`src/rtl/trwm_pkg.sv`:
```
// Package for the traffic rate window meter.
// Holds widths, register indexes, sequencer states and shared types.
// No dependencies; every other file imports it.
`default_nettype none

package trwm_pkg;

  // Field and state widths
  localparam int CNT_W      = 48;
  localparam int SECS_W     = 16;
  localparam int FRAC_W     = 8;
  localparam int RATE_W     = CNT_W + FRAC_W;
  localparam int TOTAL_W    = 64;
  localparam int WIN_MAX    = 64;
  localparam int SLOT_W     = $clog2(WIN_MAX);
  localparam int LEN_W      = $clog2(WIN_MAX + 1);
  localparam int SUM_W      = RATE_W + SLOT_W;

  // Configuration port
  localparam int CFG_DATA_W = LEN_W;
  localparam int CFG_IDX_W  = 1;

  // Shared divider: radix-4 restoring, two quotient bits per cycle
  localparam int DIV_W      = SUM_W;
  localparam int DIVR_W     = SECS_W;
  localparam int DIV_STEPS  = DIV_W / 2;
  localparam int DIV_CNT_W  = $clog2(DIV_STEPS + 1);

  typedef enum logic [CFG_IDX_W-1:0] {
    REG_WINDOW_LENGTH = 1'b0,
    REG_ZERO_ON_RESET = 1'b1
  } cfg_reg_e;

  typedef enum logic [3:0] {
    ST_IDLE,
    ST_READ,
    ST_RX_RATE_GO,
    ST_RX_RATE_WAIT,
    ST_TX_RATE_GO,
    ST_TX_RATE_WAIT,
    ST_UPDATE,
    ST_RX_AVG_GO,
    ST_RX_AVG_WAIT,
    ST_TX_AVG_GO,
    ST_TX_AVG_WAIT,
    ST_DONE
  } state_e;

  typedef enum logic [1:0] {
    DSEL_RX_RATE,
    DSEL_TX_RATE,
    DSEL_RX_AVG,
    DSEL_TX_AVG
  } div_sel_e;

  // Sequencer to datapath controls
  typedef struct packed {
    logic     in_ready;
    logic     div_start;
    logic     div_wait;
    div_sel_e div_sel;
    logic     pre_upd;
    logic     win_upd;
    logic     out_load;
  } ctrl_t;

  // One window slot: both channel rates side by side
  typedef struct packed {
    logic [RATE_W-1:0] rx;
    logic [RATE_W-1:0] tx;
  } win_entry_t;

endpackage

`default_nettype wire

```
`src/rtl/trwm_ctrl.sv`:
```
// Item sequencer: read slot, four divisions on the shared divider with window
// update midway, output load (baseline: load only); drives one ctrl_t bundle.
// Depends on trwm_pkg.
`default_nettype none

module trwm_ctrl (
  input  wire logic       clk_i,
  input  wire logic       rst_ni,
  input  wire logic       in_valid_i,
  input  wire logic       primed_i,
  input  wire logic       div_done_i,
  input  wire logic       out_free_i,
  output trwm_pkg::ctrl_t ctrl_o
);
  import trwm_pkg::*;

  state_e state_q, state_d;

  always_ff @(posedge clk_i or negedge rst_ni) begin
    if (!rst_ni) begin
      state_q <= ST_IDLE;
    end else begin
      state_q <= state_d;
    end
  end

  // Next state
  always_comb begin
    state_d = state_q;
    case (state_q)
      ST_IDLE: begin
        if (in_valid_i) begin
          state_d = primed_i ? ST_READ : ST_DONE;
        end
      end
      ST_READ:         state_d = ST_RX_RATE_GO;
      ST_RX_RATE_GO:   state_d = ST_RX_RATE_WAIT;
      ST_RX_RATE_WAIT: if (div_done_i) state_d = ST_TX_RATE_GO;
      ST_TX_RATE_GO:   state_d = ST_TX_RATE_WAIT;
      ST_TX_RATE_WAIT: if (div_done_i) state_d = ST_UPDATE;
      ST_UPDATE:       state_d = ST_RX_AVG_GO;
      ST_RX_AVG_GO:    state_d = ST_RX_AVG_WAIT;
      ST_RX_AVG_WAIT:  if (div_done_i) state_d = ST_TX_AVG_GO;
      ST_TX_AVG_GO:    state_d = ST_TX_AVG_WAIT;
      ST_TX_AVG_WAIT:  if (div_done_i) state_d = ST_DONE;
      ST_DONE:         if (out_free_i) state_d = ST_IDLE;
      default:         state_d = ST_IDLE;
    endcase
  end

  // Outputs
  always_comb begin
    ctrl_o         = '0;
    ctrl_o.div_sel = DSEL_RX_RATE;
    case (state_q)
      ST_IDLE:         ctrl_o.in_ready = 1'b1;
      ST_READ:         ctrl_o.pre_upd  = 1'b1;
      ST_RX_RATE_GO: begin
        ctrl_o.div_start = 1'b1;
        ctrl_o.div_sel   = DSEL_RX_RATE;
      end
      ST_RX_RATE_WAIT: begin
        ctrl_o.div_wait = 1'b1;
        ctrl_o.div_sel  = DSEL_RX_RATE;
      end
      ST_TX_RATE_GO: begin
        ctrl_o.div_start = 1'b1;
        ctrl_o.div_sel   = DSEL_TX_RATE;
      end
      ST_TX_RATE_WAIT: begin
        ctrl_o.div_wait = 1'b1;
        ctrl_o.div_sel  = DSEL_TX_RATE;
      end
      ST_UPDATE:       ctrl_o.win_upd = 1'b1;
      ST_RX_AVG_GO: begin
        ctrl_o.div_start = 1'b1;
        ctrl_o.div_sel   = DSEL_RX_AVG;
      end
      ST_RX_AVG_WAIT: begin
        ctrl_o.div_wait = 1'b1;
        ctrl_o.div_sel  = DSEL_RX_AVG;
      end
      ST_TX_AVG_GO: begin
        ctrl_o.div_start = 1'b1;
        ctrl_o.div_sel   = DSEL_TX_AVG;
      end
      ST_TX_AVG_WAIT: begin
        ctrl_o.div_wait = 1'b1;
        ctrl_o.div_sel  = DSEL_TX_AVG;
      end
      ST_DONE:         ctrl_o.out_load = out_free_i;
      default:         ctrl_o = '0;
    endcase
  end

endmodule

`default_nettype wire

```
`config.mk`:
```
export PLATFORM = sky130hd
export DESIGN_NAME = trwm_ctrl
export DESIGN_NICKNAME = d
export VERILOG_FILES = /design/src/rtl/trwm_pkg.sv /design/src/rtl/trwm_ctrl.sv
export SDC_FILE = /design/constraint.sdc
export NUM_CORES = 1
export LEC_CHECK = 0
export ABC_AREA = 1
export BUFFER_PORTS_ARGS = -buffer_cell sky130_fd_sc_hd__clkbuf_2
export CORE_AREA = 2 2 39 41
export CTS_CLUSTER_SIZE = 10
export DETAILED_ROUTE_END_ITERATION = 10
export DIE_AREA = 0 0 41 43
export PLACE_DENSITY = 0.59
export SLEW_MARGIN = 20
export SYNTH_ARGS = -nofsm -noshare
export SYNTH_HDL_FRONTEND = slang
export SYNTH_SLANG_ARGS = --single-unit
```
`constraint.sdc`:
```
create_clock -name clk_i -period 2.8 [get_ports clk_i]
set_clock_uncertainty 0.2 [all_clocks]
set_input_delay 0.14 -clock clk_i [delete_from_list [all_inputs] [get_ports clk_i]]
set_output_delay 0.14 -clock clk_i [all_outputs]
set_load 0.02 [all_outputs]
```
# == Word level (Yosys, flattened, before mapping) ==
# Index checks and enable logic that the tools add are counted.
# word_totals
regBits,4
inputBits,6
output_inout_bits,8
wordCells,40
# classes
eq_ne,17
n_mux,15
n_reduce_logical,7
# ops
operator,n
$pmux W4 S12,1
$mux W4,7
$eq A4 B3 Y1 const B,4
$eq A4 B4 Y1 const B,4
$ne A2 B2 Y1 const B,6
$eq A4 B2 Y1 const B,2
$reduce_or A4 Y1,2
$mux W1,6
$pmux W2 S3,1
$reduce_and A6 Y1,1
$reduce_or A2 Y1,3
$eq A4 B1 Y1 const B,1
$logic_not A4 Y1,1

# == Logic depth before layout (Yosys ltp) ==
# Gate-level depths: netlist (run 1).
# depth
ltp_word,3
depth_mapped,9
ltp_nobuf,8

# == Worst setup path after synthesis (run 1) ==
# Ideal clock, no wire load.
# synth_path
kind,flip-flop to output port
start,reg state_q[3]
end,out ctrl_o[1] (netlist bit)
arrival_time_ns,1.162
required_ns,2.460
path_slack_ns,1.298
path_stages_with_launch,4
path_buffers,0
cell_sequence,dfrtp_1 nor2_2 inv_1 nor3_1
# synth_lines
item,line_no,rtl
from (decl),trwm_ctrl.sv:17,"state_e state_q, state_d;"
from (signal assigned),trwm_ctrl.sv:23,state_q <= state_d;
to (decl),trwm_ctrl.sv:13,output trwm_pkg::ctrl_t ctrl_o

==> results of run 1 <==
## layout by cell type (no fill, tap or decap)
cell type,Yosys,routed
nand2_1,14,14
inv_2,4,4
nand2_2,2,2
dlygate4sd3_1,0,1
nand3_2,1,1
nand2_4,2,2
nand3_1,8,8
clkbuf_4,0,3
o21ai_1,1,1
nand4_1,1,1
nor3_1,4,4
and2_1,1,1
nor2_1,3,3
inv_1,7,7
clkbuf_2,0,13
nand3b_1,2,2
a21oi_1,3,3
dfrtp_1,4,4
nor2_2,4,4
o22ai_1,1,1
## metal layers
layer	GRT usage	up-vias
met1	0.155	214
li1	-	237
met5	0	-
met3	0.0314	2
met2	0.178	16
met4	0.0400	0
## logic make-up after synthesis
family / after synthesis / share of synthesized area
flops: 4 / 0.248
compound gates: 5 / 0.0650
simple gates: 42 / 0.548
buf+inv: 13 / 0.139
## worst paths after layout
path | startpoint | to | slack (ns) | depth (start not counted)
worst min register to register | state_q[3] | state_q[3] | 0.39 | 2
worst max register to register | state_q[0] | state_q[3] | 1.32 | 7
worst max-delay path | state_q[0] | ctrl_o[6] | 0.96 | 6
max in group asynchronous | rst_ni | state_q[3] | 2.22 | 2
min in group asynchronous | rst_ni | state_q[0] | 0.05 | 2
worst min-delay path | div_done_i | state_q[2] | 0.02 | 4
## layout make-up
cell class	count	area (um^2)	area share
Timing Repair Buffer	14	75.1	0.148
Clock buffer	3	22.5	0.0444
Inverter	11	41.3	0.0815
Tap cell	16	20.0	0.0395
Multi-Input combinational cell	47	248	0.489
Sequential cell	4	100	0.198
## metrics by stage
stage               utilization  worst slack, ns  instance area [um^2]  std cells
floorplan                     -             1.30                   404         64
global placement          0.343             1.19                   474         91
detailed placement        0.343             1.21                   474         91
CTS                       0.366            0.956                   507         95
global route              0.366            0.855                   507         95
finish                    0.366            0.962                   507         95
## worst max-delay path, stage by stage (launching register included)
cell and delay (ns):
dfrtp_1 0.50, inv_2 0.09, nor2_2 0.19, nand2_1 0.10, and2_1 0.16, nand3_1 0.06, clkbuf_2 0.16
## what timing repair did
action                                 CTS  global route
hold buffers                             1             0
endpoints found under the hold margin    4             0
resized for setup                        0             0
## where the power goes
| group | internal [mW] | total [mW] | leakage (nW) | switching [mW] |
|---|---|---|---|---|
| sequential | 0.0855 | 0.138 | 0.0501 | 0.0528 |
| clock | 0.0479 | 0.0702 | 0.0138 | 0.0223 |
| combinational | 0.146 | 0.430 | 0.225 | 0.284 |
| total | 0.279 | 0.638 | 0.289 | 0.359 |
==> reports/results.ini, run 1 <==
[status]
outcome = complete, no violations

[synth]
synth_fp_nets = 70
ys_types = 18
synth-edff-count = 0
synth_top_area_cell = dfrtp_1
synthCells = 64
ys_async_sr_fraction = 1.00
ys_ff_latch = 4
syn_area_per_cell_um2 = 6.31
synthTopCellsByArea = dfrtp_1 25%, nand2_1 13%, nand3_1 9.9%
yosysTopAreaCellShare = 0.248
seq_area_frac_synth = 0.248
synth_commonest_cells = 14 x nand2_1, 8 x nand3_1, 7 x inv_1
netlist_area_um2 = 404
yosysMostFrequentCell = nand2_1
yosysWarnings = 0
ys.flop_type = dfrtp_1

[worst_hold_path]
holdCritPathClass = input pin to flip-flop

[sta]
hold_viol = 0
slew_headroom = 0.807
finalCritPeriodShare = 0.656
setup_viol = 0
worst_pin_slew_ns = 0.289
holdWs_ns = 0.0210
slew_viol_final = 0
layout_min_cycle_time_ns = 1.84
rsz0062_at_grt = false
clock.fmax_mhz = 544
tns_ns = 0

[cells_and_area]
largest-register = state_q
antenna_cells = 0
area_delta_synth_final_pct = 25.4
drive_gt1_frac = 0.367
top_regs = state_q x4
fillers = 161
final_nets = 87
largest_register_ff_count = 4

[die]
die_x_um = 41
rows = 14
dieArea_um2 = 1760
io_pins = 14
start_util = 0.292
die_height_um = 43
core-area_um2 = 1380

[detailed_routing]
dr_wl_met2_um = 439
wl_per_cell_um = 9.54
drc_errors = 0
route.met3.wl_um = 48
drtAntennaViolNets = 0
wl_um = 906
vias = 469
firstDrtPassIters = 4
drtIter0Drc = 10
top_layer = met4
m1WireLength_um = 408
viasPerCell = 4.94

[cts]
clockRootBuffer = clkbuf_4
htree_levels = 1
cts-buffers-inserted = 3
clockBufferDepth = 2
post_cts_buffers = 0
cts.reportedPaths.clkPinSlew_ns = 0.04
cts_tree = built
worst_skew_pair.late_latency_ns = 0.23
clock_sinks = 4

[power_and_ir_drop]
leakage_nw = 0.289
pwr_density_cell_nw_per_um2 = 1260
ir_drop_v = 0.000402
power_mw = 0.638

[grt]
grt_pass1_wl_mm = 1.47
grt_max_degree = 9
antenna_found_initial = 0
grtUsageTotal = 0.118
grt_pass1_vias = 381
grt_remaining_overflow = 0

[critical_path]
critPathArrivalTime_ns = 1.50
cp-start-kind = flip-flop
worstPathMaxFanout = 8
required_ns = 2.46
critPathKind = flip-flop to output pin
crit_path_end_kind = output pin

[flow_run]
maxCapViolations = 0

[placement]
dp.final_hpwl_um = 755
finalWeightedCongestion = 0.811
port_buffers = 13

No activity file was read; power rests on OpenSTA's default activity.
==> run 2: changes to the inputs <==
==> constraint.sdc (replaced) <==
create_clock -name clk_i -period 1.8 [get_ports clk_i]
set_clock_uncertainty 0.2 [all_clocks]
set_input_delay 0.09 -clock clk_i [delete_from_list [all_inputs] [get_ports clk_i]]
set_output_delay 0.09 -clock clk_i [all_outputs]
set_load 0.02 [all_outputs]
==> run 2 against run 1 <==
  * Sequential cell count did not move
  * Critical endpoint unchanged
  * Clock power rose by 61%
  * Sequential share of layout area fell by 0.36 points
  * Total power rose by 61%
  * Register-to-register slack worse by 0.97 ns
  * Combinational power increased by 60%
  * Routed wire length rose by 13%
  * Setup slack lost 0.86 ns
  * Hold slack improved by 0.034 ns
==> reports/results.ini, run 2 (synthesis gave the netlist of run 1 again) <==
[detailed_routing]
top_layer = met3  ; was met4
drc_errors = 0  ; unchanged
drtAntennaViolNets = 0  ; unchanged
wl_per_cell_um = 10.6  ; was 9.54 um
m1WireLength_um = 490  ; was 408 um
firstDrtPassIters = 2  ; was 4
route.met3.wl_um = 26  ; was 48 um
drtIter0Drc = 7  ; was 10
viasPerCell = 4.86  ; was 4.94
vias = 471  ; was 469
dr_wl_met2_um = 510  ; was 439 um
wl_mm = 1.03  ; was 906 um

[cts]
cts-buffers-inserted = 3  ; unchanged
worst_skew_pair.late_latency_ns = 0.23  ; about the same
htree_levels = 1  ; unchanged
cts_tree = built  ; unchanged
clockRootBuffer = clkbuf_4  ; unchanged
cts.reportedPaths.clkPinSlew_ns = 0.04  ; about the same
post_cts_buffers = 0  ; unchanged
clock_sinks = 4  ; unchanged
clockBufferDepth = 2  ; unchanged

[cells_and_area]
antenna_cells = 0  ; unchanged
post-route-util = 0.387  ; was 0.366
fillers = 145  ; was 161
largest-register = state_q  ; unchanged
mostFrequentLayoutCells = 14 x nand2_1, 13 x clkbuf_2, 8 x nand3_1  ; unchanged
layout_commonest_cell = nand2_1  ; unchanged
area_delta_synth_final_pct = 32.5  ; was 25.4%
drive_gt1_frac = 0.395  ; was 0.367
final_nets = 89  ; was 87
largest_register_ff_count = 4  ; unchanged
top_regs = state_q x4  ; unchanged

[flow_run]
maxCapViolations = 0  ; unchanged

[power_and_ir_drop]
internal-power_mw = 0.447  ; was 0.279 mW
sw_frac_of_total = 0.566  ; was 0.563
seqPwrFrac = 0.222  ; was 0.217
p_comb_frac = 0.668  ; was 0.673
power_mw = 1.03  ; was 0.638 mW
ir_drop_v = 0.000579  ; was 0.000402 V
leakage_nw = 0.294  ; was 0.289 nW
power_frac_clock = 0.110  ; about the same
pwr_density_cell_nw_per_um2 = 1920  ; was 1260 nW/um^2
p_switching_mw = 0.582  ; was 0.359 mW

[die]
start_util = 0.292  ; unchanged
io_pins = 14  ; unchanged
rows = 14  ; unchanged
die_height_um = 43  ; unchanged
dieArea_um2 = 1760  ; unchanged
die_x_um = 41  ; unchanged
core-area_um2 = 1380  ; unchanged

[sta]
clock.fmax_mhz = 588
slew_headroom = 0.856  ; was 0.807
setup_viol = 0  ; unchanged
layout_min_cycle_time_ns = 1.70
worst_slack_ns = 0.0996  ; was 0.962 ns
rsz0062_at_grt = false  ; unchanged
hold_viol = 0  ; unchanged
finalCritPeriodShare = 0.945
worst_pin_slew_ns = 0.216  ; was 0.289 ns
slew_viol_final = 0  ; unchanged
tns_ns = 0  ; unchanged
holdWs_ns = 0.0549  ; was 0.0210 ns

[critical_path]
required_ns = 1.51  ; was 2.46 ns
critPathKind = flip-flop to output pin  ; unchanged
cp_slowest_cell = dfrtp_2  ; was dfrtp_1
cp_num_buf_inv = 2  ; unchanged
slowest_delay_ns = 0.45  ; was 0.50 ns
worst_path_dominant_cell_family = simple AND/OR/NAND/NOR gates  ; unchanged
timing.critical_path.cells = inv_2 > nor2_2 > nand2_1 > and2_1 > nand3_1 > clkbuf_2  ; unchanged
crit_path_end_kind = output pin  ; unchanged
critPathArrivalTime_ns = 1.41  ; was 1.50 ns
worstPathMaxFanout = 8  ; unchanged
cp-start-kind = flip-flop  ; unchanged

[placement]
finalWeightedCongestion = 0.818  ; was 0.811
dp.final_hpwl_um = 819  ; was 755 um
dp_slack_ns = 0.283  ; was 1.21 ns
port_buffers = 13  ; unchanged

[status]
outcome = complete, no violations  ; unchanged

[worst_hold_path]
holdCritPathClass = input pin to flip-flop  ; unchanged

[grt]
grtUsageTotal = 0.131  ; was 0.118
grt_pass1_wl_mm = 1.59  ; was 1.47 mm
grt_pass1_vias = 383  ; was 381
grt_max_degree = 9  ; unchanged
antenna_found_initial = 0  ; unchanged
grt_remaining_overflow = 0  ; unchanged

-- run 2: cell count changes in the layout (fill, tap and decap cells not counted), sizes merged --
cell	before	now
dlygate4sd3	1	3
-- run 2: final cells by class --
type	count	area, um^2	area share
inverters	11	41.3	0.0771
repair buffers	16	95.1	0.178
well taps	16	20.0	0.0374
clock buffers	3	22.5	0.0421
flip-flops and latches	4	104	0.194
multi-input cells	47	253	0.472
-- run 2: power by group through the flow --
| stage | combinational, mW | clock, mW | sequential, mW |
|---|---|---|---|
| finish | 0.687 | 0.113 | 0.229 |
| global route | 0.760 | 0.124 | 0.237 |
| CTS | 0.680 | 0.119 | 0.218 |
| detailed placement | 0.673 | 0 | 0.219 |
| global placement | 0.671 | 0 | 0.220 |
| floorplan | 0.584 | 0 | 0.160 |
-- run 2: stage by stage --
stage / std cells / area (um^2)
final: 97 / 536
after CTS: 97 / 527
after global routing: 97 / 536
after detailed placement: 91 / 474
after floorplan: 64 / 404
after global placement: 91 / 474
-- run 2: metal layers --
layer / track usage / vias to the layer above
met4: 0.0200 / 0
met5: 0 / -
met1: 0.182 / 225
met2: 0.184 / 6
met3: 0.0628 / 0
li1: - / 240
-- run 2: final timing paths --
| check | to | slack [ns] | start | cells after the start |
|---|---|---|---|---|
| max reg2reg | state_q[3] | 0.35 | state_q[3] | 6 |
| min reg2reg | state_q[3] | 0.38 | state_q[3] | 2 |
| max | ctrl_o[6] | 0.1 | state_q[0] | 6 |
| max in group asynchronous | state_q[0] | 0.67 | rst_ni | 3 |
| min | state_q[1] | 0.05 | primed_i | 5 |
| min in group asynchronous | state_q[3] | 0.55 | rst_ni | 3 |
-- run 2: what timing repair did --
item                       in CTS  in global routing
resized for setup               0                  4
setup endpoints to repair       0                  2
hold buffers                    3                  0
hold endpoints to repair        5                  0
-- run 2: worst reg2reg max path: stages, from the launching register on --
cell and delay [ns]:
dfrtp_2 0.45, nor2_2 0.23, nand2_1 0.11, nand3_2 0.12, nand2_4 0.09, nand3_1 0.09, nand2_1 0.05
==> run 3: changes to the inputs <==
--- a/config.mk
+++ b/config.mk
@@ -5,13 +5,13 @@
 export SDC_FILE = /design/constraint.sdc
 export NUM_CORES = 1
 export LEC_CHECK = 0
-export ABC_AREA = 1
-export BUFFER_PORTS_ARGS = -buffer_cell sky130_fd_sc_hd__clkbuf_2
+export BUFFER_PORTS_ARGS = -buffer_cell sky130_fd_sc_hd__buf_2
 export CORE_AREA = 2 2 39 41
 export CTS_CLUSTER_SIZE = 10
 export DETAILED_ROUTE_END_ITERATION = 10
 export DIE_AREA = 0 0 41 43
-export PLACE_DENSITY = 0.59
+export PLACE_DENSITY = 0.56
+export RECOVER_POWER = 25
 export SLEW_MARGIN = 20
 export SYNTH_ARGS = -nofsm -noshare
 export SYNTH_HDL_FRONTEND = slang
==> run 3 against run 2 <==
  * First-iteration DRC count fell by 14%
  * Hold slack improved by 0.032 ns
  * Via count fell by 13%
  * Design area rose by 6.8%
  * Global-route usage fell by 2.1 points
  * Non-clock buffer count rose by 9
  * Largest cell class unchanged
==> reports/results.ini, run 3 <==
[grt]
grt_remaining_overflow = 0  ; unchanged
grt_pass1_vias = 346  ; was 383
grt_pass1_wl_mm = 1.34  ; was 1.59 mm
grtUsageTotal = 0.110  ; was 0.131
antenna_found_initial = 0  ; unchanged
grt_max_degree = 11  ; was 9

[synth]
synth-edff-count = 0  ; unchanged
ys_ff_latch = 4  ; unchanged
yosysTopAreaCellShare = 0.270  ; was 0.248
seq_area_frac_synth = 0.270  ; was 0.248
synth_commonest_cells = 4 x a21oi_1, 4 x dfrtp_1, 4 x nor2_1  ; was 14 x nand2_1, 8 x nand3_1, 7 x inv_1
synthCells = 45  ; was 64
ys_async_sr_fraction = 1.00  ; unchanged
synthTopCellsByArea = dfrtp_1 27%, mux2_1 9.1%, a21oi_1 5.4%  ; was dfrtp_1 25%, nand2_1 13%, nand3_1 9.9%
syn_area_per_cell_um2 = 8.23  ; was 6.31 um^2
netlist_area_um2 = 370  ; was 404 um^2
ys.flop_type = dfrtp_1  ; unchanged
ys_types = 25  ; was 18
yosysWarnings = 0  ; unchanged
synth_top_area_cell = dfrtp_1  ; unchanged
synth_fp_nets = 51  ; was 70

[cts]
cts_tree = built  ; unchanged
clockBufferDepth = 2  ; unchanged
worst_skew_pair.late_latency_ns = 0.23  ; about the same
cts-buffers-inserted = 3  ; unchanged
clockRootBuffer = clkbuf_4  ; unchanged
cts.reportedPaths.clkPinSlew_ns = 0.04  ; about the same
clock_sinks = 4  ; unchanged
htree_levels = 1  ; unchanged

[sta]
slew_headroom = 0.869  ; was 0.856
hold_viol = 0  ; unchanged
layout_min_cycle_time_ns = 1.75  ; was 1.70 ns
setup_viol = 0  ; unchanged
clock.fmax_mhz = 573  ; was 588 MHz
slew_viol_final = 0  ; unchanged
worst_pin_slew_ns = 0.194  ; was 0.216 ns
finalCritPeriodShare = 0.970  ; was 0.945

[critical_path]
required_ns = 1.51  ; about the same
worstPathMaxFanout = 4  ; was 8
crit_path_end_kind = output pin  ; unchanged
reg2reg_depth = 5  ; was 6
critPathKind = flip-flop to output pin  ; unchanged
cp-start-kind = flip-flop  ; unchanged
critPathArrivalTime_ns = 1.46  ; was 1.41 ns

[power_and_ir_drop]
pwr_density_cell_nw_per_um2 = 2190  ; was 1920 nW/um^2
power_mw = 1.25  ; was 1.03 mW
leakage_nw = 0.277  ; was 0.294 nW
p_comb_frac = 0.757  ; was 0.668
p_switching_mw = 0.571  ; was 0.582 mW
seqPwrFrac = 0.158  ; was 0.222
ir_drop_v = 0.000516  ; was 0.000579 V
internal-power_mw = 0.684  ; was 0.447 mW
sw_frac_of_total = 0.455  ; was 0.566
power_frac_clock = 0.086  ; was 0.110

[detailed_routing]
wl_per_cell_um = 10.6  ; about the same
drtAntennaViolNets = 0  ; unchanged
viasPerCell = 4.84  ; was 4.86
wl_um = 899  ; was 1.03 mm
drc_errors = 0  ; unchanged
drtIter0Drc = 6  ; was 7
vias = 411  ; was 471
firstDrtPassIters = 3  ; was 2

[die]
die_x_um = 41  ; unchanged
die_height_um = 43  ; unchanged
rows = 14  ; unchanged
io_pins = 14  ; unchanged
core-area_um2 = 1380  ; unchanged
start_util = 0.268  ; was 0.292
dieArea_um2 = 1760  ; unchanged

[placement]
dp.final_hpwl_um = 645  ; was 819 um
finalWeightedCongestion = 0.696  ; was 0.818
port_buffers = 13  ; unchanged

[cells_and_area]
layout_commonest_cell = buf_2  ; was nand2_1
mostFrequentLayoutCells = 11 x buf_2, 10 x buf_4, 4 x nor2_1  ; was 14 x nand2_1, 13 x clkbuf_2, 8 x nand3_1
largest_register_ff_count = 4  ; unchanged
fillers = 146  ; was 145
top_regs = state_q x4  ; unchanged
largest-register = state_q  ; unchanged
antenna_cells = 0  ; unchanged
post-route-util = 0.413  ; was 0.387
area_delta_synth_final_pct = 54.4  ; was 32.5%
drive_gt1_frac = 0.464  ; was 0.395
final_nets = 77  ; was 89

[flow_run]
maxCapViolations = 0  ; unchanged

[worst_hold_path]
min_delay_path_depth = 4  ; was 5
holdCritPathClass = input pin to flip-flop  ; unchanged

[status]
outcome = complete, no violations  ; unchanged

[run 3: kinds of logic (layout without fill, tap and decap cells)]
group	Yosys count	count (layout)	synth area share
simple gates	18	18	0.284
buf+inv	6	30	0.101
compound gates	12	12	0.203
xor+xnor	1	1	0.0237
flops	4	4	0.270
mux	4	4	0.118
[run 3: path summary, 6_finish.rpt]
check | startpoint | end | slack, ns
setup / recovery | state_q[1] | ctrl_o[6] | 0.05
hold / removal | div_done_i | state_q[2] | 0.09
setup reg to reg | state_q[1] | state_q[3] | 0.06
hold reg to reg | state_q[2] | state_q[2] | 0.40
max in group asynchronous | rst_ni | state_q[0] | 0.68
min in group asynchronous | rst_ni | state_q[1] | 0.54
[run 3: metrics by stage]
stage,setup TNS [ns],hold slack (ns),setup slack (ns),instances,area (um^2)
final,0,0.0870,0.0547,85,572
after detailed placement,0,-0.305,0.108,76,470
after global routing,-0.00436,0.127,-0.00436,85,572
after CTS,0,0.0844,0.0179,84,542
after floorplan,0,-0.406,0.181,45,370
after global placement,0,-0.304,0.131,76,470
[run 3: final cells by class]
| class | instances | area [um^2] | area share |
|---|---|---|---|
| clock buffers | 3 | 22.5 | 0.0394 |
| multi-input cells | 35 | 248 | 0.433 |
| repair buffers | 25 | 173 | 0.302 |
| flip-flops and latches | 4 | 101 | 0.177 |
| well taps | 16 | 20.0 | 0.0350 |
| inverters | 2 | 7.51 | 0.0131 |
[run 3: worst max-delay path: stages, from the launching register on]
cell and delay (ns):
dfrtp_1 0.36, buf_6 0.11, or2b_1 0.25, and2_4 0.15, a21oi_2 0.10, o22ai_1 0.09, buf_4 0.16
[run 3: per-layer routing]
metal	GRT usage	share of wire	up-vias	wire, um
met3	0	0.041	0	37
met5	0	0	-	0
met1	0.115	0.42	194	374
li1	-	-	211	-
met2	0.203	0.54	6	488
met4	0.0600	0	0	0
[run 3: power groups by stage]
stage | sequential (mW) | combinational, mW | clock [mW]
2_1_floorplan | 0.173 | 0.595 | 0
3_3_place_gp | 0.198 | 0.778 | 0
3_5_place_dp | 0.198 | 0.778 | 0
4_1_cts | 0.191 | 0.860 | 0.113
5_1_grt | 0.206 | 1.03 | 0.115
6_report | 0.198 | 0.949 | 0.107
[run 3: what timing repair did]
item	in CTS	in global routing
setup endpoints to repair	2	6
setup buffers	3	1
hold buffers	2	0
pin swaps	0	3
resized for setup	2	7
endpoints found under the hold margin	4	0
