`src/rtl/trwm_pkg.sv`:
```
// Package for the traffic rate window meter.
// Holds widths, register indexes, sequencer states and shared types.
// No dependencies; every other file imports it.
`default_nettype none

package trwm_pkg;

  // Field and state widths
  localparam int CNT_W      = 48;
  localparam int SECS_W     = 16;
  localparam int FRAC_W     = 8;
  localparam int RATE_W     = CNT_W + FRAC_W;
  localparam int TOTAL_W    = 64;
  localparam int WIN_MAX    = 64;
  localparam int SLOT_W     = $clog2(WIN_MAX);
  localparam int LEN_W      = $clog2(WIN_MAX + 1);
  localparam int SUM_W      = RATE_W + SLOT_W;

  // Configuration port
  localparam int CFG_DATA_W = LEN_W;
  localparam int CFG_IDX_W  = 1;

  // Shared divider: radix-4 restoring, two quotient bits per cycle
  localparam int DIV_W      = SUM_W;
  localparam int DIVR_W     = SECS_W;
  localparam int DIV_STEPS  = DIV_W / 2;
  localparam int DIV_CNT_W  = $clog2(DIV_STEPS + 1);

  typedef enum logic [CFG_IDX_W-1:0] {
    REG_WINDOW_LENGTH = 1'b0,
    REG_ZERO_ON_RESET = 1'b1
  } cfg_reg_e;

  typedef enum logic [3:0] {
    ST_IDLE,
    ST_READ,
    ST_RX_RATE_GO,
    ST_RX_RATE_WAIT,
    ST_TX_RATE_GO,
    ST_TX_RATE_WAIT,
    ST_UPDATE,
    ST_RX_AVG_GO,
    ST_RX_AVG_WAIT,
    ST_TX_AVG_GO,
    ST_TX_AVG_WAIT,
    ST_DONE
  } state_e;

  typedef enum logic [1:0] {
    DSEL_RX_RATE,
    DSEL_TX_RATE,
    DSEL_RX_AVG,
    DSEL_TX_AVG
  } div_sel_e;

  // Sequencer to datapath controls
  typedef struct packed {
    logic     in_ready;
    logic     div_start;
    logic     div_wait;
    div_sel_e div_sel;
    logic     pre_upd;
    logic     win_upd;
    logic     out_load;
  } ctrl_t;

  // One window slot: both channel rates side by side
  typedef struct packed {
    logic [RATE_W-1:0] rx;
    logic [RATE_W-1:0] tx;
  } win_entry_t;

endpackage

`default_nettype wire

```
`src/rtl/trwm_div.sv`:
```
// Iterative unsigned divider shared by the rate and average divisions.
// Retires two quotient bits per cycle; done_o pulses once with quotient_o.
// Depends on trwm_pkg.
`default_nettype none

module trwm_div (
  input  wire logic                         clk_i,
  input  wire logic                         rst_ni,
  input  wire logic                         start_i,
  input  wire logic [trwm_pkg::DIV_W-1:0]   dividend_i,
  input  wire logic [trwm_pkg::DIVR_W-1:0]  divisor_i,
  output logic                              done_o,
  output logic [trwm_pkg::DIV_W-1:0]        quotient_o
);
  import trwm_pkg::*;

  logic                 busy_q;
  logic                 done_q;
  logic [DIV_CNT_W-1:0] cnt_q;
  logic [DIV_W-1:0]     quo_q, quo_d;
  logic [DIVR_W-1:0]    rem_q, rem_d;
  logic [DIVR_W-1:0]    dvs_q;
  logic [DIVR_W:0]      trial;

  // Two restoring steps: shift in a dividend bit, subtract when it fits
  always_comb begin
    rem_d = rem_q;
    quo_d = quo_q;
    trial = '0;
    for (int i = 0; i < 2; i++) begin
      trial = {rem_d, quo_d[DIV_W-1]};
      quo_d = {quo_d[DIV_W-2:0], 1'b0};
      if (trial >= {1'b0, dvs_q}) begin
        trial    = trial - {1'b0, dvs_q};
        quo_d[0] = 1'b1;
      end
      rem_d = trial[DIVR_W-1:0];
    end
  end

  // Step counter and done pulse
  always_ff @(posedge clk_i or negedge rst_ni) begin
    if (!rst_ni) begin
      busy_q <= 1'b0;
      done_q <= 1'b0;
      cnt_q  <= '0;
    end else begin
      done_q <= 1'b0;
      if (start_i) begin
        busy_q <= 1'b1;
        cnt_q  <= DIV_CNT_W'(DIV_STEPS);
      end else if (busy_q) begin
        cnt_q <= cnt_q - DIV_CNT_W'(1);
        if (cnt_q == DIV_CNT_W'(1)) begin
          busy_q <= 1'b0;
          done_q <= 1'b1;
        end
      end
    end
  end

  // Load operands, then advance the partial remainder and quotient
  always_ff @(posedge clk_i) begin
    if (start_i) begin
      quo_q <= dividend_i;
      rem_q <= '0;
      dvs_q <= divisor_i;
    end else if (busy_q) begin
      quo_q <= quo_d;
      rem_q <= rem_d;
    end
  end

  assign done_o     = done_q;
  assign quotient_o = quo_q;

endmodule

`default_nettype wire

```
`config.mk`:
```
export PLATFORM = sky130hd
export DESIGN_NAME = trwm_div
export DESIGN_NICKNAME = d
export VERILOG_FILES = /design/src/rtl/trwm_pkg.sv /design/src/rtl/trwm_div.sv
export SDC_FILE = /design/constraint.sdc
export NUM_CORES = 1
export LEC_CHECK = 0
export ABC_AREA = 0
export BUFFER_PORTS_ARGS = -buffer_cell sky130_fd_sc_hd__buf_2
export CAP_MARGIN = 0
export CORE_MARGIN = 1
export CORE_UTILIZATION = 30
export CTS_CLUSTER_SIZE = 40
export DETAILED_ROUTE_END_ITERATION = 10
export GPL_TIMING_DRIVEN = 0
export PLACE_DENSITY = 0.59
export SLEW_MARGIN = 20
export SYNTH_ARGS = -nofsm -noshare
export SYNTH_HDL_FRONTEND = slang
export SYNTH_SLANG_ARGS = --single-unit
```
`constraint.sdc`:
```
create_clock -name clk_i -period 5.1 [get_ports clk_i]
set_input_delay 0.255 -clock clk_i [delete_from_list [all_inputs] [get_ports clk_i]]
set_output_delay 0.255 -clock clk_i [all_outputs]
set_load 0.01 [all_outputs]
```
# ---- Word-level counts from Yosys, hierarchy flattened
# Cells that the tools add are included.
dict set report word_totals {
  word_cells 27
  register_bits 101
  input_bits 81
  out_inout_bits 63
}
dict set report classes {
  reduce_logical 1
  n_eq_ne 1
  n_addsub 3
  muxes 14
  order_cmp 2
}
# cell n
set op_table {}
lappend op_table {{$mux W62} 2}
lappend op_table {{$ge A17 B16 Y1} 2}
lappend op_table {{$mux W16} 2}
lappend op_table {{$sub A16 B16 Y16} 2}
lappend op_table {{$mux W5} 2}
lappend op_table {{$mux W1} 8}
lappend op_table {{$eq A5 B1 Y1 const B} 1}
lappend op_table {{$sub A5 B1 Y5 const B} 1}
lappend op_table {{$reduce_bool A2 Y1} 1}

# ---- Longest topological paths before layout
# Gate-level depths: netlist of run 1.
dict set report logic_depth {
  depth_word 6
  ltp_mapped 21
  depth_no_buf 20
}

# ---- Worst setup path after synthesis of run 1
# OpenSTA, ideal clock, no wires.
dict set report synth_timing {
  kind {register to register}
  from {register quo_q[61] (netlist: quotient_o[61])}
  to {register quo_q[0] (netlist: quotient_o[0]), data pin}
  arrival_ns 4.273
  n_path_buf 0
  setup_ns 0.260
  path_stages_with_launch 21
  required_ns 4.840
  setup_slack_ns 0.567
  synth_period_minus_slack_ns 4.533
  path_cell_list {edfxtp_1 -> inv_1 -> ha_1 -> inv_1 -> fa_1 -> a211oi_1 -> o21bai_1 -> nor3b_1 -> or2_2 -> xnor2_1 -> nor2_1 -> or2_2 -> ha_1 -> nand3_1 -> or4_1 -> a21oi_1 -> or4_1 -> a21o_1 -> inv_1 -> nand2_1 -> mux2_2}
}
dict set report synth_between {
  elab_chain_len 6
  word_cells_on_any_way 7
  classes_between {add/sub (1); order compare (2); mux (4)}
}
# item line
set synth_lines {}
lappend synth_lines {{from (decl)} trwm_div.sv:20} ;# logic [DIV_W-1:0] quo_q, quo_d;
lappend synth_lines {{from (signal assigned)} trwm_div.sv:65} ;# quo_q <= dividend_i;
lappend synth_lines {{from (signal assigned)} trwm_div.sv:69} ;# quo_q <= quo_d;
lappend synth_lines {{$sub A16 B16 Y16 or $ge A17 B16 Y1 (tied branches)} {trwm_div.sv:34, trwm_div.sv:33}}
lappend synth_lines {{$mux W16 (*)} trwm_div.sv:33} ;# if (trial >= {1'b0, dvs_q}) begin
lappend synth_lines {{$ge A17 B16 Y1 (*)} trwm_div.sv:33}
lappend synth_lines {{$mux W1 (*)} trwm_div.sv:33}
lappend synth_lines {{$mux W62 (*)} trwm_div.sv:68} ;# end else if (busy_q) begin
lappend synth_lines {{$mux W62 (*)} trwm_div.sv:64} ;# if (start_i) begin
# Mark *: on every way between the ends. The rest lies on a longest branch, timed or not. The select of a mux whose other input is x is not followed.
# A chain may end at the register's enable or synchronous reset.

# ---- Worst setup path after layout of run 1
dict set report layout_timing {
  from {register quo_q[61] (netlist: quotient_o[61])}
  to {register rem_q[14]}
}
dict set report layout_between {
  elab_chain_len 4
  word_cells_on_any_way 6
  classes_between {add/sub (2); order compare (2); mux (2)}
}
# item line
set layout_lines {}
lappend layout_lines {{$sub A16 B16 Y16 or $ge A17 B16 Y1 (tied branches)} {trwm_div.sv:34, trwm_div.sv:33}}
lappend layout_lines {{$mux W16 (*)} trwm_div.sv:33}
lappend layout_lines {{$sub A16 B16 Y16 or $ge A17 B16 Y1 (tied branches)} {trwm_div.sv:34, trwm_div.sv:33}}
lappend layout_lines {{$mux W16 (*)} trwm_div.sv:33}
lappend layout_lines {{to (signal assigned)} trwm_div.sv:70} ;# rem_q <= rem_d;
lappend layout_lines {{to (decl)} trwm_div.sv:21} ;# logic [DIVR_W-1:0] rem_q, rem_d;
# Mark *: on every way between the ends. The rest lies on a longest branch, timed or not.

==> results of run 1 <==
[sequential cells by signal (all words and copies together) (netlist names)]
signal,flops
busy_q,1
cnt_q,5
done_o,1
dvs_q,16
quotient_o,62
rem_q,16
[per-layer routing]
metal  GRT usage, %  part of all wire [%]  wire length (um)
met5              0                 0.060                10
met4           4.41                   1.7               280
met3           4.94                   7.6              1260
met2           26.5                    46              7700
met1           19.9                    44              7380
[path summary, 6_finish.rpt]
check | startpoint | end | slack (ps) | cells after the start
max | quotient_o[61]$_DFFE_PP_ | rem_q[14]$_SDFFE_PP0P_ | 240 | 21
min | divisor_i[0] | dvs_q[0]$_DFFE_PP_ | 70 | 1
max reg2reg | quotient_o[61]$_DFFE_PP_ | rem_q[14]$_SDFFE_PP0P_ | 240 | 21
min reg2reg | rem_q[13]$_SDFFE_PP0P_ | rem_q[13]$_SDFFE_PP0P_ | 510 | 2
max in group asynchronous | rst_ni | cnt_q[4]$_DFFE_PN0P_ | 4650 | 2
min in group asynchronous | rst_ni | cnt_q[1]$_DFFE_PN0P_ | 280 | 2
[what timing repair did]
item | CTS | global route
setup endpoints to repair | 17 | 13
endpoints found under the hold margin | 7 | 0
pin swaps | 0 | 3
resized for setup | 7 | 7
hold buffers | 1 | 0
setup buffers | 1 | 2
[cell usage in the layout, fill, tap and decap left out, types with 9 or more instances in the layout]
cell / Yosys / final
a21o_1: 10 / 9
a21oi_1: 22 / 21
buf_2: 0 / 143
clkbuf_1: 9 / 9
clkbuf_16: 0 / 9
dfxtp_1: 16 / 16
edfxtp_1: 78 / 78
ha_1: 34 / 34
inv_1: 34 / 34
mux2_2: 66 / 66
nand2_1: 33 / 31
nand2b_1: 9 / 9
nand3_1: 18 / 18
nor2_1: 33 / 33
o211ai_1: 12 / 12
o21ai_0: 17 / 16
xnor2_1: 21 / 21
[metrics by stage]
stage,cell area (um2),setup TNS (ps)
after floorplan,6130,0
after global routing,7600,-3.71
after global placement,7170,-1380
final,7600,0
after detailed placement,7200,-1720
after CTS,7550,0
[worst max-delay path, cell delays in order (launching register included)]
cell,delay [ps]
edfxtp_1,420
inv_1,80
ha_1,160
inv_1,60
fa_2,370
a211oi_2,300
o21bai_2,130
nor3b_1,170
or2_2,300
xnor2_1,140
nor2_1,80
or2_2,280
ha_1,320
nand3_1,150
or4_4,160
a21oi_1,50
or4_4,580
a21o_4,300
inv_1,150
clkbuf_8,210
o211ai_1,120
a311oi_1,260
[layout make-up]
| class | count | area, um2 |
|---|---|---|
| clock inverters | 7 | 90.1 |
| plain buffers | 22 | 176 |
| fillers | 1951 | 12100 |
| inverters | 34 | 128 |
| well taps | 265 | 332 |
| clock buffers | 9 | 225 |
| repair buffers | 148 | 768 |
| multi-input cells | 380 | 3040 |
| flip-flops and latches | 101 | 2840 |
[kinds of logic after synthesis]
logic type                 synth area share [%]
AOI/OAI and AO/OA                          14.4
muxes                                      12.1
buffers and inverters                      4.96
DFF                                        46.3
adders and majority gates                  7.60
and+or+nand+nor                            10.6
xor gates and xnor gates                   4.00
[report_power, final]
group | switching [uW] | internal, uW | total, uW
combinational | 1280 | 987 | 2270
clock | 371 | 354 | 725
sequential | 78.8 | 1030 | 1110
==> summary.md, run 1 <==
| Metric | Value |
|---|---|
| Status | `finished clean` |
| Mapped Cells | `537` |
| Top-Level Pins | `144` |
| CP Class | `reg2reg` |
| Pwr Density | `539 mW/mm2` |
| 1st-pass router iterations | `5` |
| Final setup fails | `0` |
| Area leader, netlist | `edfxtp_1` |
| NumNets Final | `813` |
| Ys flop type | `edfxtp_1` |
| Power, Total | `4100 uW` |
| CP Launch Type | `flop` |
| Initial Util | `31.1%` |
| Initial antenna violation count | `1` |
| Setup slack after layout | `242 ps` |
| Critical path fanouts, max | `10` |
| Routed Antenna Nets | `0` |
| Core box area | `0.0197 mm2` |
| Vias in the first global route | `4801` |
| IO buf count | `143` |
| Min-Delay Path Class | `in2reg` |
| First-pass GRT wire length | `25900 um` |
| Min Hold Slack | `67.1 ps` |
| Clk slew on worst S/H paths | `80 ps` |
| GRT Residual Overflow | `0` |
| Die ar. | `0.0210 mm2` |
| Mapped Nets | `654` |
| Routability cong. | `0.843` |
| Clock Tree Root | `clkbuf_16` |
| Total CTS buffers | `9` |
| Total track usage | `16.0%` |
| Endpoints failing hold | `0` |
| Dpl cells | `946` |
| CTS HTree Levels | `3` |
| Total of warnings raised by yosys | `0` |
| Cell Count, Final, Fillers Out | `966` |
| Slew Limit Fails | `0` |
| Die X | `145 um` |
| CTS tree | `yes` |
| Die Span Y | `145 um` |
| Initial drt markers | `292` |
| Static Leak | `0.00326 uW` |
| Post-synth EDFFs | `78` |
| Utilization after layout | `38.5%` |
| Peak VDD IR | `0.000264 V` |
| Max-cap viol count | `0` |
| Routed WL | `16600 um` |
| Max Root-Sink Buffers | `2` |
| Worst-margin pin slew | `698 ps` |
| Register area share after synthesis | `46.3%` |
| Asr flop ratio synth | `6.93%` |
| Place WS | `-336 ps` |
| Distinct cells, synth | `62` |
| Clk Latency, worst-skew pair | `360 ps` |
| Top-count cell post-synth | `edfxtp_1` |
| Worst EP required | `5360 ps` |
| Clk sink count | `101` |
| Antenna Cells | `0` |
| Post-DP HPWL | `12500 um` |
| Synthesized cell area | `0.00613 mm2` |
| Element type at the critical path end | `flop` |
| Via/cell ratio | `4.96` |
| Post-synthesis register bit count | `101` |
| Max Fclk | `206 MHz` |
| Mean post-synth cell area | `11.4 um2` |
| Synth top area share | `38.2%` |
| Layout area overhead | `24.0%` |
| DR vias | `4787` |
| Layout cell share with drive strength beyond 1 | `39.1%` |
| # rows | `51` |
| DR WL/cell | `17.2 um` |
| Fin crit period | `4860 ps` |
| Critical Path AT | `5120 ps` |
| Largest net degree at the start of global routing | `39` |
| Synth cell count leaders | `78 x edfxtp_1, 66 x mux2_2, 34 x ha_1, 34 x inv_1` |
| Part of the cycle the worst path needs | `95.3%` |
| # DRC | `0` |
| Rel. slew slack | `53.3%` |
| Layout Skew | `14.2 ps` |
| Top post-synthesis cells by area | `edfxtp_1 38%, mux2_2 12%, ha_1 6.9%` |
(Power assumes the default switching activity.)
==> run 2: changes to the inputs <==
--- a/config.mk
+++ b/config.mk
@@ -6,6 +6,7 @@
 export NUM_CORES = 1
 export LEC_CHECK = 0
 export ABC_AREA = 0
+export ABC_CLOCK_PERIOD_IN_PS = 4400
 export BUFFER_PORTS_ARGS = -buffer_cell sky130_fd_sc_hd__buf_2
 export CAP_MARGIN = 0
 export CORE_MARGIN = 1
@@ -13,7 +14,6 @@
 export CTS_CLUSTER_SIZE = 40
 export DETAILED_ROUTE_END_ITERATION = 10
 export GPL_TIMING_DRIVEN = 0
-export PLACE_DENSITY = 0.59
 export SLEW_MARGIN = 20
 export SYNTH_ARGS = -nofsm -noshare
 export SYNTH_HDL_FRONTEND = slang
==> constraint.sdc (replaced) <==
create_clock -name clk_i -period 4.4 [get_ports clk_i]
set_input_delay 0.22 -clock clk_i [delete_from_list [all_inputs] [get_ports clk_i]]
set_output_delay 0.22 -clock clk_i [all_outputs]
set_load 0.01 [all_outputs]
==> summary.md, run 2 (same netlist as run 1, synthesis figures left out) <==
| Metric | Value |
|---|---|
| Max-cap viol count | `0 (unchanged)` |
| CP startpoint | `dvs_q[8]$_DFFE_PP_` |
| Pwr Density | `667 mW/mm2 (+24%)` |
| CTS tree | `yes` |
| RSZ-0062 raised after global routing | `yes` |
| Slew Limit Fails | `0 (unchanged)` |
| Min-Delay Path Class | `in2reg` |
| 1st-pass router iterations | `4 (-1)` |
| Number of flip-flops in the largest register | `62 (unchanged)` |
| Setup TNS | `0 ps (unchanged)` |
| Routed WL | `17800 um (+7.0%)` |
| Clock Tree Root | `clkbuf_16` |
| Worst r2r path cells | `19 (-9.5%)` |
| Routability cong. | `0.869 (+3.1%)` |
| Layout cell share with drive strength beyond 1 | `48.3% (+9.2 points)` |
| Endpoints failing hold | `0 (unchanged)` |
| Critical path fanouts, max | `7 (-3)` |
| Rel. slew slack | `40.0% (-13 points)` |
| Peak VDD IR | `0.000280 V (+6.0%)` |
| Commonest non-fill, non-tap cell in the layout | `buf_2` |
| Total track usage | `16.5% (+0.49 points)` |
| Routed Antenna Nets | `0 (unchanged)` |
| Critical Path AT | `4480 ps (-640 ps)` |
| Clk Latency, worst-skew pair | `360 ps (about the same)` |
| Total CTS buffers | `9 (unchanged)` |
| Crit-path cells | `inv_1 > ha_4 > nand4_1 > nor2_2 > o211ai_1 > buf_4 > a31o_4 > buf_6 > and3_1 > a21o_1 > ha_4 > a21o_1 > a21oi_2 > nor2_2 > or4_4 > a21o_4 > inv_8 > nand2_8 > mux2_2` |
| Flop2flop setup slack | `30 ps (-210 ps)` |
| GRT Residual Overflow | `0 (unchanged)` |
| Worst setup endpoint | `quotient_o[0]$_DFFE_PP_` |
| NumNets Final | `849 (+4.4%)` |
| Worst EP required | `4510 ps (-850 ps)` |
| CTS HTree Levels | `3 (unchanged)` |
| Static Leak | `0.00349 uW (+7.1%)` |
| DR WL/cell | `17.8 um (+3.2%)` |
| Max stage delay cell, worst path | `or4_4` |
| Max Fclk | `229 MHz (+11%)` |
| Slowest stage delay, CP | `510 ps (-70 ps)` |
| Fin crit period | `4370 ps (-491 ps)` |
| Clk sink count | `101 (unchanged)` |
| Die X | `145 um (unchanged)` |
| Vias in the first global route | `5022 (+4.6%)` |
| Clk slew on worst S/H paths | `80 ps (about the same)` |
| Final setup fails | `0 (unchanged)` |
| Die Span Y | `145 um (unchanged)` |
| Largest net degree at the start of global routing | `37 (-5.1%)` |
| Top-Level Pins | `144 (unchanged)` |
| DR vias | `4982 (+4.1%)` |
| IO buf count | `143 (unchanged)` |
| Max Root-Sink Buffers | `2 (unchanged)` |
| # rows | `51 (unchanged)` |
| Most frequent cells in the layout | `143 x buf_2, 78 x edfxtp_1, 64 x mux2_2, 36 x buf_4, 31 x nand2_1` |
| # DRC | `0 (unchanged)` |
| Layout area overhead | `35.6%` |
| Initial drt markers | `277 (-5.1%)` |
| Status | `finished clean` |
| Element type at the critical path end | `flop` |
| CP Launch Type | `flop` |
| Post-DP HPWL | `12700 um (+1.7%)` |
| CP Class | `reg2reg` |
| Part of the cycle the worst path needs | `99.3% (+4.0 points)` |
| Core box area | `0.0197 mm2 (unchanged)` |
| Die ar. | `0.0210 mm2 (unchanged)` |
| Initial Util | `31.1% (unchanged)` |
| Via/cell ratio | `4.97 (+0.33%)` |
| Layout Skew | `12.3 ps (-1.92 ps)` |
| R2R Path Start | `dvs_q[8]$_DFFE_PP_` |
| Reg2reg end | `quotient_o[0]$_DFFE_PP_` |
| Antenna Cells | `0 (unchanged)` |
| Worst-margin pin slew | `896 ps (+198 ps)` |
| First-pass GRT wire length | `26800 um (+3.7%)` |
| Initial antenna violation count | `1 (unchanged)` |
| Utilization after layout | `42.1% (+3.6 points)` |
| Hold_sp | `divisor_i[5]` |
[run 2: changes by cell type in the layout (fill, tap and decap cells not counted), moves of 4 or more]
cell / before / now
a21oi_1: 21 / 17
buf_4: 4 / 36
inv_1: 34 / 26
nand3_2: 0 / 6
inv_2: 0 / 7
ha_4: 0 / 14
ha_1: 34 / 18
nand3_1: 18 / 11
[run 2: cell type report]
class                   instances  area [um2]
plain buffers                  21         193
clock buffers                   9         225
clock inverters                 7        88.8
fillers                      1830       11400
inverters                      34         135
multi-input cells             380        3420
flip-flops and latches        101        2840
well taps                     265         332
repair buffers                185        1080
[run 2: critical path: cells and delay by family, from the launching register on]
family	cells	cell delay, ps
AO/OA/AOI/OAI	6	1240
adder cells (fa/ha/maj)	2	570
buffers and inverters	4	500
flip-flops	1	330
multiplexers	1	280
AND/OR/NAND/NOR	6	1220
[run 2: metrics by stage]
stage | power [uW] | worst slack (ps) | cell area [um2] | hold slack (ps) | instances
floorplan | 3170 | 41.7 | 6140 | -75.6 | 537
global placement | 3790 | -800 | 7190 | 68.5 | 945
detailed placement | 3810 | -803 | 7210 | 70.4 | 946
CTS | 5060 | -86.0 | 7890 | 19.2 | 981
global route | 5870 | -123 | 8310 | 24.4 | 1002
finish | 5540 | 32.7 | 8310 | 34.1 | 1002
[run 2: report_power, final]
group | total, uW | switching (uW) | internal (uW)
registers | 1300 | 105 | 1190
clock network | 841 | 431 | 410
logic | 3400 | 1730 | 1670
[run 2: how the worst min path moves through the flow]
| stage | to | slack (ps) | depth (start not counted) |
|---|---|---|---|
| 6_report | dvs_q[5]$_DFFE_PP_ | 30 | 1 |
| 5_1_grt | dvs_q[9]$_DFFE_PP_ | 20 | 1 |
| 4_1_cts | dvs_q[0]$_DFFE_PP_ | 20 | 1 |
| 3_5_place_dp | cnt_q[4]$_DFFE_PN0P_ | 70 | 1 |
| 3_3_place_gp | cnt_q[4]$_DFFE_PN0P_ | 70 | 1 |
| 2_1_floorplan | busy_q$_DFF_PN0_ | -80 | 0 |
[run 2: layer usage]
metal	wire length (um)	vias up	global-route usage [%]	part of all wire, %
met1	7570	2389	19.8	43
met4	348	0	5.16	2.0
met3	1230	22	4.62	6.9
met2	8640	174	28.2	49
li1	-	2397	-	-
met5	0	-	0	0
[run 2: timing repair]
action,CTS,global route
gates resized for setup,42,55
endpoints found under the setup margin,17,17
setup buffers,17,21
gates cloned,1,1
endpoints found under the hold margin,7,0
hold buffers,1,0
pin swaps,27,28
==> run 3: changes to the inputs <==
--- a/config.mk
+++ b/config.mk
@@ -14,6 +14,8 @@
 export CTS_CLUSTER_SIZE = 40
 export DETAILED_ROUTE_END_ITERATION = 10
 export GPL_TIMING_DRIVEN = 0
+export HOLD_SLACK_MARGIN = 0.06
+export SKIP_CTS_REPAIR_TIMING = 1
 export SLEW_MARGIN = 20
 export SYNTH_ARGS = -nofsm -noshare
 export SYNTH_HDL_FRONTEND = slang
==> summary.md, run 3 (same netlist as run 1, synthesis figures left out) <==
| Metric | Value |
|---|---|
| Clk Latency, worst-skew pair | `360 ps (about the same)` |
| Max Fclk | `222 MHz (-2.8%)` |
| Failing checks | `setup timing` |
| DR WL/cell | `17.8 um (+0.11%)` |
| Total track usage | `16.1% (-0.35 points)` |
| Rel. slew slack | `51.7% (+12 points)` |
| GRT Residual Overflow | `0 (unchanged)` |
| Routed WL | `17900 um (+0.51%)` |
| Max-cap viol count | `0 (unchanged)` |
| Status | `complete, but fails checks` |
| Slew Limit Fails | `0 (unchanged)` |
| Reg area | `0.00284 mm2 (unchanged)` |
| Pwr Density | `644 mW/mm2 (-3.5%)` |
| IO buf count | `143 (unchanged)` |
| Clk slew on worst S/H paths | `90 ps (about the same)` |
| RSZ-0062 raised after global routing | `yes` |
| Initial drt markers | `258 (-6.9%)` |
| Critical path fanouts, max | `6 (-1)` |
| Max Root-Sink Buffers | `2 (unchanged)` |
| CP Class | `reg2reg` |
| Core box area | `0.0197 mm2 (unchanged)` |
| Worst-margin pin slew | `722 ps (-174 ps)` |
| Routed Antenna Nets | `0 (unchanged)` |
| Post-DP HPWL | `12700 um (unchanged)` |
| Worst EP required | `4510 ps (about the same)` |
| Die Span Y | `145 um (unchanged)` |
| Static Leak | `0.00347 uW (-0.43%)` |
| Die ar. | `0.0210 mm2 (unchanged)` |
| Fill count | `1837 (+0.38%)` |
| Number of flip-flops in the largest register | `62 (unchanged)` |
| 1st-pass router iterations | `4 (unchanged)` |
| Total CTS buffers | `9 (unchanged)` |
| Endpoints failing hold | `0 (unchanged)` |
| Commonest non-fill, non-tap cell in the layout | `buf_2` |
| Peak VDD IR | `0.000254 V (-9.2%)` |
| CP Launch Type | `flop` |
| Critical Path AT | `4610 ps (+130 ps)` |
| Initial antenna violation count | `0 (-1)` |
| Min Hold Slack | `155 ps (+121 ps)` |
| First-pass GRT wire length | `26200 um (-2.4%)` |
| Place WS | `-803 ps (unchanged)` |
| Antenna Cells | `0 (unchanged)` |
| Most frequent cells in the layout | `144 x buf_2, 78 x edfxtp_1, 63 x mux2_2, 31 x nor2_1, 31 x nand2_1` |
| Final setup fails | `11 (+11)` |
| Vias in the first global route | `4826 (-3.9%)` |
| CTS HTree Levels | `3 (unchanged)` |
| Design area | `0.00828 mm2 (-0.32%)` |
| Die X | `145 um (unchanged)` |
| Min-Delay Path Class | `in2reg` |
| Top-Level Pins | `144 (unchanged)` |
| Fin crit period | `4500 ps (+128 ps)` |
| Layout Skew | `13.0 ps (+0.717 ps)` |
| Part of the cycle the worst path needs | `102% (+2.9 points)` |
| CTS tree | `yes` |
| Layout cell share with drive strength beyond 1 | `45.7% (-2.6 points)` |
| Initial Util | `31.1% (unchanged)` |
| Clock Tree Root | `clkbuf_16` |
| DR vias | `5005 (+0.46%)` |
| Clk sink count | `101 (unchanged)` |
| Largest net degree at the start of global routing | `37 (unchanged)` |
| Multi-input gate area in the final layout | `0.00335 mm2 (-1.8%)` |
| Layout area overhead | `35.2%` |
| Via/cell ratio | `4.98 (about the same)` |
| Element type at the critical path end | `flop` |
| Area after DPL | `0.00721 mm2 (unchanged)` |
| Setup slack after layout | `-95.1 ps (-128 ps)` |
| NumNets Final | `853 (+0.47%)` |
| Routability cong. | `0.869 (unchanged)` |
| # rows | `51 (unchanged)` |
| Utilization after layout | `42.0% (-0.13 points)` |
| # DRC | `0 (unchanged)` |
-- run 3: final cells by class --
class	instances	share of cell area, %
Tap cell	265	4.00
Buffer	22	2.25
Sequential cell	101	34.3
Multi-Input combinational cell	380	40.5
Clock buffer	9	2.72
Timing Repair Buffer	188	13.6
Clock inverter	7	1.07
Inverter	34	1.60
-- run 3: layer usage --
| metal | vias to the layer above | track usage [%] | share of wire [%] |
|---|---|---|---|
| met2 | 178 | 27.2 | 49 |
| met4 | 0 | 4.73 | 1.8 |
| met1 | 2397 | 19.8 | 43 |
| met3 | 24 | 4.47 | 6.8 |
| met5 | - | 0 | 0 |
| li1 | 2406 | - | - |
-- run 3: path summary, 6_finish.rpt --
path / start / end / slack [ps] / cells after the start
min: dividend_i[30] / quotient_o[30]$_DFFE_PP_ / 150 / 2
max reg2reg: quotient_o[61]$_DFFE_PP_ / quotient_o[0]$_DFFE_PP_ / -100 / 20
min reg2reg: rem_q[11]$_SDFFE_PP0P_ / rem_q[11]$_SDFFE_PP0P_ / 510 / 2
min in group asynchronous: rst_ni / cnt_q[2]$_DFFE_PN0P_ / 240 / 2
max: quotient_o[61]$_DFFE_PP_ / quotient_o[0]$_DFFE_PP_ / -100 / 20
max in group asynchronous: rst_ni / cnt_q[4]$_DFFE_PN0P_ / 3990 / 2
-- run 3: critical path, cell delays in order (launching register included) --
cell and delay, ps:
edfxtp_1 420, inv_1 80, ha_2 180, inv_2 40, fa_2 410, a211oi_4 280, o21bai_2 110, nor3b_2 180
or2_4 250, xnor2_2 160, nor2_2 60, or2_4 230, ha_4 260, nand3_4 90, or4_4 130, a21oi_2 40
or4_4 570, a21o_4 280, inv_6 90, nand2_4 90, mux2_2 280
-- run 3: stage by stage --
stage	instances	total power, uW	setup TNS, ps
2_1_floorplan	537	3170	0
3_3_place_gp	945	3790	-10440
3_5_place_dp	946	3810	-10700
4_1_cts	962	4670	-11400
5_1_grt	1006	5660	-2670
6_report	1006	5330	-381
-- run 3: power breakdown --
group | internal [uW] | switching (uW)
combinational | 1520 | 1670
clock | 410 | 433
sequential | 1190 | 105
